## src/sv/stable_priority_task_queue_macros.svh

```systemverilog
// ----------------------------------------------------------------------------
// Assertion macros for the stable priority task queue
// Clocked implication checks, compiled out when ASSERT_OFF is defined.
// ----------------------------------------------------------------------------
`ifndef STABLE_PRIORITY_TASK_QUEUE_MACROS_SVH
`define STABLE_PRIORITY_TASK_QUEUE_MACROS_SVH

`ifndef ASSERT_OFF
// same-cycle implication
`define SPQ_ASSERT_IMPLY(label, clk, rst, cond, expr, msg) \
   label: assert property (@(posedge clk) disable iff (rst) (cond) |-> (expr)) \
      else $error(msg);
// next-cycle implication
`define SPQ_ASSERT_NEXT(label, clk, rst, cond, expr, msg) \
   label: assert property (@(posedge clk) disable iff (rst) (cond) |=> (expr)) \
      else $error(msg);
`else
`define SPQ_ASSERT_IMPLY(label, clk, rst, cond, expr, msg)
`define SPQ_ASSERT_NEXT(label, clk, rst, cond, expr, msg)
`endif

`endif

```

## src/sv/spq_pkg.sv

```systemverilog
// ----------------------------------------------------------------------------
// Stable priority task queue package
// Field widths, command and status codes, entry and cell control types.
// ----------------------------------------------------------------------------
`default_nettype none

package spq_pkg;

   localparam int CMD_W    = 2;
   localparam int HANDLE_W = 16;
   localparam int PRIO_W   = 16;
   localparam int STATUS_W = 2;
   localparam int COUNT_W  = 5;

   typedef enum logic [CMD_W-1:0] {
      CMD_PUSH   = 2'd0,
      CMD_POP    = 2'd1,
      CMD_CANCEL = 2'd2,
      CMD_QUERY  = 2'd3
   } cmd_type;

   typedef enum logic [STATUS_W-1:0] {
      STATUS_OK       = 2'd0,
      STATUS_FULL     = 2'd1,
      STATUS_EMPTY    = 2'd2,
      STATUS_NOTFOUND = 2'd3
   } status_type;

   typedef struct packed {
      logic [HANDLE_W-1:0]      handle;
      logic signed [PRIO_W-1:0] prio;
      logic                     release_flag;
   } entry_type;

   // broadcast to every cell on the update cycle
   typedef struct packed {
      logic    update;
      cmd_type cmd;
      logic    full;
      logic    empty;
   } cell_ctl_type;

endpackage

`default_nettype wire

```

## src/sv/spq_cell.sv

```systemverilog
// ----------------------------------------------------------------------------
// Queue cell
// Holds one entry, compares it against the incoming item, and shifts or
// loads on the update cycle.
// ----------------------------------------------------------------------------
`default_nettype none

module spq_cell (
   input  wire logic                 clock,
   input  wire logic                 capture,
   input  wire logic                 occupied,
   input  wire spq_pkg::entry_type   req_entry,
   input  wire spq_pkg::cell_ctl_type ctl,
   input  wire logic                 ge_prev,
   input  wire logic                 cut,
   input  wire spq_pkg::entry_type   lower_entry,
   input  wire spq_pkg::entry_type   upper_entry,
   input  wire spq_pkg::entry_type   new_entry,
   output spq_pkg::entry_type        entry,
   output logic                      ge,
   output logic                      match
);
   import spq_pkg::*;

   entry_type entry_ff, entry_in;
   logic      ge_ff, ge_in;
   logic      match_ff, match_in;

   // compare against the item being accepted
   always_comb begin
      ge_in    = occupied && ($signed(entry_ff.prio) >= $signed(req_entry.prio));
      match_in = occupied && (entry_ff.handle == req_entry.handle);
   end

   always_comb begin
      entry_in = entry_ff;
      if (ctl.update) begin
         unique case (ctl.cmd)
            CMD_PUSH: begin
               if (!ctl.full && !ge_ff) begin
                  entry_in = ge_prev ? new_entry : lower_entry;
               end
            end
            CMD_POP: begin
               if (!ctl.empty) begin
                  entry_in = upper_entry;
               end
            end
            CMD_CANCEL: begin
               if (cut) begin
                  entry_in = upper_entry;
               end
            end
            CMD_QUERY: begin
               entry_in = entry_ff;
            end
         endcase
      end
   end

   always_ff @(posedge clock) begin
      entry_ff <= entry_in;
      if (capture) begin
         ge_ff    <= ge_in;
         match_ff <= match_in;
      end
   end

   assign entry = entry_ff;
   assign ge    = ge_ff;
   assign match = match_ff;

endmodule

`default_nettype wire

```

## src/sv/spq_scan.sv

```systemverilog
// ----------------------------------------------------------------------------
// Cancel position scan
// Log-depth suffix OR over the match flags; marks cells at and above the
// highest-index match.
// ----------------------------------------------------------------------------
`default_nettype none

module spq_scan #(
   parameter int DEPTH = 16
) (
   input  wire logic [DEPTH-1:0] match,
   output logic [DEPTH-1:0]      cut,
   output logic                  found
);
   localparam int LEVELS = $clog2(DEPTH);

   logic [DEPTH-1:0] sfx [LEVELS+1];

   // sfx[LEVELS][i] is set when some cell above i matches
   always_comb begin
      sfx[0] = match >> 1;
      for (int k = 0; k < LEVELS; k++) begin
         sfx[k+1] = sfx[k] | (sfx[k] >> (1 << k));
      end
      found = sfx[LEVELS][0] | match[0];
      cut   = found ? ~sfx[LEVELS] : '0;
   end

endmodule

`default_nettype wire

```

## src/sv/stable_priority_task_queue.sv

```systemverilog
// ----------------------------------------------------------------------------
// Stable priority task queue
// Bounded priority queue of task handles with push, pop, cancel and query.
// ----------------------------------------------------------------------------
// Entries live in a row of QUEUE_DEPTH cells kept sorted by priority, highest
// in cell 0, ties in push order, so a pop always reads cell 0. For each
// item, every cell compares its entry with the incoming handle and priority
// on the accept edge; on the update edge every cell shifts, loads or holds
// at once, and the result is registered. A new item can be taken once the
// result is written, while that result still waits for the consumer; the
// update of a second item waits until the output register is free. The
// split into a compare step and an update step comes from the registered
// compare flags feeding the shift decision in each cell. Every item returns
// one result carrying the status and the entry count after the operation.
// ----------------------------------------------------------------------------
`default_nettype none
`include "stable_priority_task_queue_macros.svh"

module stable_priority_task_queue #(
   parameter int QUEUE_DEPTH = 16
) (
   input  wire logic                               clock,
   input  wire logic                               reset,
   input  wire logic                               req_valid,
   output logic                                    req_ready,
   input  wire logic [spq_pkg::CMD_W-1:0]          req_command,
   input  wire logic [spq_pkg::HANDLE_W-1:0]       req_task_handle,
   input  wire logic signed [spq_pkg::PRIO_W-1:0]  req_task_priority,
   input  wire logic                               req_release_after_run,
   output logic                                    rsp_valid,
   input  wire logic                               rsp_ready,
   output logic [spq_pkg::STATUS_W-1:0]            rsp_status,
   output logic [spq_pkg::HANDLE_W-1:0]            rsp_popped_handle,
   output logic                                    rsp_popped_release,
   output logic [spq_pkg::COUNT_W-1:0]             rsp_queued_count
);
   import spq_pkg::*;

   localparam int CNT_W = $clog2(QUEUE_DEPTH + 1);

   typedef enum logic {
      S_IDLE,
      S_EXEC
   } state_type;

   state_type                state_ff;
   logic [CNT_W-1:0]         count_ff, count_in;
   cmd_type                  cmd_ff;
   entry_type                op_entry_ff;
   logic                     rsp_valid_ff;
   status_type               status_ff, status_in;
   logic [HANDLE_W-1:0]      popped_handle_ff, popped_handle_in;
   logic                     popped_release_ff, popped_release_in;
   logic [COUNT_W-1:0]       queued_count_ff;

   logic                     accept;
   logic                     update;
   logic                     full, empty, found;
   entry_type                req_entry;
   cell_ctl_type             ctl;
   entry_type                cell_entry [QUEUE_DEPTH];
   logic [QUEUE_DEPTH-1:0]   cell_ge, cell_match, cell_cut, occupied;

   assign req_ready = (state_ff == S_IDLE);
   assign accept    = req_valid && req_ready;
   // finish only when the output register is free or being drained
   assign update    = (state_ff == S_EXEC) && (!rsp_valid_ff || rsp_ready);

   assign full  = (count_ff == CNT_W'(QUEUE_DEPTH));
   assign empty = (count_ff == '0);

   always_comb begin
      req_entry.handle       = req_task_handle;
      req_entry.prio         = req_task_priority;
      req_entry.release_flag = req_release_after_run;
      ctl.update = update;
      ctl.cmd    = cmd_ff;
      ctl.full   = full;
      ctl.empty  = empty;
   end

   // row of cells, highest priority at index 0
   for (genvar g = 0; g < QUEUE_DEPTH; g++) begin : g_cell
      assign occupied[g] = (CNT_W'(g) < count_ff);

      spq_cell u_cell (
         .clock       (clock),
         .capture     (accept),
         .occupied    (occupied[g]),
         .req_entry   (req_entry),
         .ctl         (ctl),
         .ge_prev     ((g == 0) ? 1'b1 : cell_ge[(g == 0) ? 0 : g-1]),
         .cut         (cell_cut[g]),
         .lower_entry (cell_entry[(g == 0) ? 0 : g-1]),
         .upper_entry (cell_entry[(g == QUEUE_DEPTH-1) ? g : g+1]),
         .new_entry   (op_entry_ff),
         .entry       (cell_entry[g]),
         .ge          (cell_ge[g]),
         .match       (cell_match[g])
      );
   end

   // locate the lowest-priority match for cancel and query
   spq_scan #(
      .DEPTH (QUEUE_DEPTH)
   ) u_scan (
      .match (cell_match),
      .cut   (cell_cut),
      .found (found)
   );

   // result and next count
   always_comb begin
      count_in          = count_ff;
      status_in         = STATUS_OK;
      popped_handle_in  = '0;
      popped_release_in = 1'b0;
      unique case (cmd_ff)
         CMD_PUSH: begin
            if (full) begin
               status_in = STATUS_FULL;
            end else begin
               count_in = count_ff + CNT_W'(1);
            end
         end
         CMD_POP: begin
            if (empty) begin
               status_in = STATUS_EMPTY;
            end else begin
               count_in          = count_ff - CNT_W'(1);
               popped_handle_in  = cell_entry[0].handle;
               popped_release_in = cell_entry[0].release_flag;
            end
         end
         CMD_CANCEL: begin
            if (!found) begin
               status_in = STATUS_NOTFOUND;
            end else begin
               count_in = count_ff - CNT_W'(1);
            end
         end
         CMD_QUERY: begin
            if (!found) begin
               status_in = STATUS_NOTFOUND;
            end
         end
      endcase
   end

   // hold the command and the entry to insert
   always_ff @(posedge clock) begin
      if (reset) begin
         cmd_ff <= CMD_QUERY;
      end else if (accept) begin
         cmd_ff      <= cmd_type'(req_command);
         op_entry_ff <= req_entry;
      end
   end

   // sequencer, count and response register
   always_ff @(posedge clock) begin
      if (reset) begin
         state_ff     <= S_IDLE;
         count_ff     <= '0;
         rsp_valid_ff <= 1'b0;
      end else begin
         unique case (state_ff)
            S_IDLE: begin
               if (rsp_valid_ff && rsp_ready) begin
                  rsp_valid_ff <= 1'b0;
               end
               if (accept) begin
                  state_ff <= S_EXEC;
               end
            end
            S_EXEC: begin
               if (update) begin
                  count_ff          <= count_in;
                  rsp_valid_ff      <= 1'b1;
                  status_ff         <= status_in;
                  popped_handle_ff  <= popped_handle_in;
                  popped_release_ff <= popped_release_in;
                  queued_count_ff   <= COUNT_W'(count_in);
                  state_ff          <= S_IDLE;
               end
            end
         endcase
      end
   end

   assign rsp_valid          = rsp_valid_ff;
   assign rsp_status         = status_ff;
   assign rsp_popped_handle  = popped_handle_ff;
   assign rsp_popped_release = popped_release_ff;
   assign rsp_queued_count   = queued_count_ff;

   // count never passes the depth
   `SPQ_ASSERT_IMPLY(a_count_range, clock, reset, 1'b1, count_ff <= CNT_W'(QUEUE_DEPTH),
      "entry count above queue depth")
   // an accepted item blocks the input until it is finished
   `SPQ_ASSERT_NEXT(a_accept_busy, clock, reset, accept, !req_ready,
      "input ready while an item is in flight")
   // a pop from a non-empty queue drops the count by one
   `SPQ_ASSERT_NEXT(a_pop_count, clock, reset, update && (cmd_ff == CMD_POP) && !empty,
      count_ff == $past(count_ff) - CNT_W'(1), "pop did not decrement count")
   // a refused push leaves the count alone
   `SPQ_ASSERT_NEXT(a_full_push, clock, reset, update && (cmd_ff == CMD_PUSH) && full,
      (count_ff == $past(count_ff)) && (status_ff == STATUS_FULL), "full push changed queue")

endmodule

`default_nettype wire

```

## config.mk

```make
export PLATFORM = sky130hd
export DESIGN_NAME = stable_priority_task_queue
export DESIGN_NICKNAME = d
export VERILOG_FILES = /design/src/sv/spq_pkg.sv /design/src/sv/spq_cell.sv /design/src/sv/spq_scan.sv /design/src/sv/stable_priority_task_queue.sv
export VERILOG_INCLUDE_DIRS = /design/src /design/src/sv
export SDC_FILE = /design/constraint.sdc
export NUM_CORES = 2
export LEC_CHECK = 0
export ABC_AREA = 1
export ABC_CLOCK_PERIOD_IN_PS = 5800
export BUFFER_PORTS_ARGS = -buffer_cell sky130_fd_sc_hd__buf_2
export CORE_MARGIN = 5
export CORE_UTILIZATION = 50
export CTS_CLUSTER_SIZE = 24
export DETAILED_ROUTE_END_ITERATION = 6
export PLACE_DENSITY = 0.77
export SLEW_MARGIN = 5
export SYNTH_ARGS = -nofsm -noshare
export SYNTH_HDL_FRONTEND = slang
export SYNTH_SLANG_ARGS = --single-unit
```

## constraint.sdc

```tcl
create_clock -name clock -period 5.8 [get_ports clock]
set_input_delay 1.16 -clock clock [delete_from_list [all_inputs] [get_ports clock]]
set_output_delay 1.16 -clock clock [all_outputs]
set_load 0.02 [all_outputs]
```

==> out/qor.yml <==
status: "complete, no violations"
syn-cell-area_um2: 39100
ys_seq_area_share_pct: 47.8
yosysWarningCount: 0
wl_per_cell_um: 24.4
p_leak_nw: 16.3
die_h_um: 290
holdBufCountCts: 0
cts_root_buf: "clkbuf_16"
place_area_um2: 40100
io_pins: 65
final-setup-viol-count: 0
design_area_um2: 42200
synth_top_area_share_pct: 47.4
clk_pin_slew_worst_paths_ns: 0.06
via_count: 35100
post_cts_buffers: 0
synth_seq_cells: 626
synth_cell_types: 41
peakVddDrop_uv: 218
die_x_um: 290
drtIter0Drc: 6005
hold_ws_ns: 0.494
final_layout_size_suffix_gt1_share_pct: 5.58
htreeDepth: 3
crit_type: "flop to flop"
slew_headroom_pct: 19.0
insertion_delay_ns: 0.62
cts_resized: 0
drt_first_pass_iters: 7
hold_path.class: "flop to flop"
skew_ns: 0.0235
core-area_um2: 77600
cts_buffers: 69
syn2layout_area_growth_pct: 7.97
postSynthAreaPerCell_um2: 8.63
synth_commonest_cells: "nand2_1 (1118), o21ai_0 (765), edfxtp_1 (617)"
routed_wl_um: 134000
grt_pass1_wl_um: 200000
async_flop_share_pct: 0
clock-sinks: 626
initial_core_util_pct: 50.4
grt_start_max_net_pins: 217
power_density_nw_per_um2: 284
grt_pass1_vias: 32600
dp_hpwl_um: 93000
synth_edf_count: 617
gr-usage-all-layers_pct: 31.3
finalCritPeriodShare_pct: 63.4
drv_cap: 0
min_period_ns: 3.68
mappedNetlistNets: 4835
place_congestion: 1.00
cts_tree: "yes"
hold_viol: 0
critical_path_arrival_ns: 3.94
grt_overflow: 0
end_kind: "flop"
slew_viol_final: 0
synth_top_flop_cell: "edfxtp_1"
ant_nets: 0
numPortBuffers: 64
place_inst: 5403
nets: 4737
routed_via_density: 6.35
synth_most_common_cell: "nand2_1"
drc_errors: 0
antenna_found_initial: 2
setup-tns-final_ns: 0
dieArea_um2: 83900
fill_cells: 6924
fp-row-count: 102
required_ns: 6.07
stdcell_count: 5522
crit_fanout: 18
synth_top_area_cell: "edfxtp_1"
clockBufferDepth: 3
rsz0062_at_grt: "no"
fmax_mhz: 272
critPathLaunchType: "flop"
netlist_top_cells_area: "edfxtp_1 (47%), nand2_1 (11%), o21ai_0 (9.8%), ha_1 (8.4%), a21oi_1 (4.1%)"
syn_inst: 4532
worst_pin_slew_ns: 1.20
## registers in the layout, indices dropped and copies added, names as in the netlist
name	count
cmd_ff	2
count_ff	5
g_cell.u_cell.entry	528
g_cell.u_cell.ge	16
g_cell.u_cell.match	16
op_entry_ff	33
rsp_popped_handle	16
rsp_popped_release	1
rsp_queued_count	5
rsp_status	2
rsp_valid	1
state_ff	1
## final cells by class
type | instances | area, um2 | area share [%]
tap | 1040 | 1300 | 3.08
sequential | 626 | 18700 | 44.3
timing repair buffer | 124 | 796 | 1.88
clock inverter | 23 | 208 | 0.492
clock buffer | 94 | 1900 | 4.50
multi-input combinational | 3249 | 17900 | 42.5
antenna | 2 | 5.00 | 0.0118
inverter | 364 | 1380 | 3.26
## cells by family (layout without fill, tap and decap cells)
| logic type | Yosys count | in the layout | synth area share [%] |
|---|---|---|---|
| simple gates | 1519 | 1519 | 15.6 |
| compound gates | 1366 | 1366 | 19.1 |
| buf+inv | 657 | 605 | 6.81 |
| flops | 626 | 626 | 47.8 |
| fa+ha+maj | 264 | 264 | 8.44 |
| xor+xnor | 100 | 100 | 2.24 |
| other cells | 0 | 2 | 0 |
## cell usage in the layout, fill, tap and decap left out, types with 42 or more instances in the layout
master	n
edfxtp_1	617
a221oi_1	42
xor2_1	64
o21ai_0	764
o211ai_1	124
clkbuf_16	71
ha_1	263
buf_4	58
nor2_1	217
buf_2	64
o22ai_1	82
a21oi_1	313
inv_1	354
nand2_1	1118
nand3_1	83
## worst paths after layout
check	cells after the start	startpoint	to	slack [ns]
setup / recovery	8	cmd_ff[0]	g_cell[14].u_cell.entry[12]	2.12
hold / removal	2	rsp_valid	rsp_valid	0.49
setup reg to reg	8	cmd_ff[0]	g_cell[14].u_cell.entry[12]	2.12
hold reg to reg	2	rsp_valid	rsp_valid	0.49
## layer usage
metal	global-route usage, %	routed length, um	vias to the layer above
li1	-	-	15700
met1	43.1	50300	16100
met2	45.2	55300	2758
met3	8.55	20200	493
met4	16.6	8570	0
met5	0	0	-
## through the flow
step / power, mW / worst slack, ns / utilization, %
2_1_floorplan: 6.99 / 0.496 / -
3_3_place_gp: 7.56 / 1.94 / 51.7
3_5_place_dp: 7.63 / 1.88 / 51.7
4_1_cts: 11.9 / 2.21 / 54.4
5_1_grt: 12.4 / 2.02 / 54.4
6_report: 12.0 / 2.12 / 54.4
## worst max-delay path, cell delays in order (launching register included)
cell,delay (ns)
dfxtp_1,0.37
inv_1,0.11
ha_4,0.30
inv_1,0.30
nor2_1,0.15
inv_1,0.11
nand3_1,0.44
a221oi_4,1.03
buf_4,0.49
## power breakdown
part | switching, mW | leakage, nW | internal, mW
registers | 0.174 | 5.70 | 5.33
clock network | 1.89 | 1.02 | 2.46
logic | 1.52 | 9.60 | 0.616
Note: power is estimated with default switching activity, not from simulation.
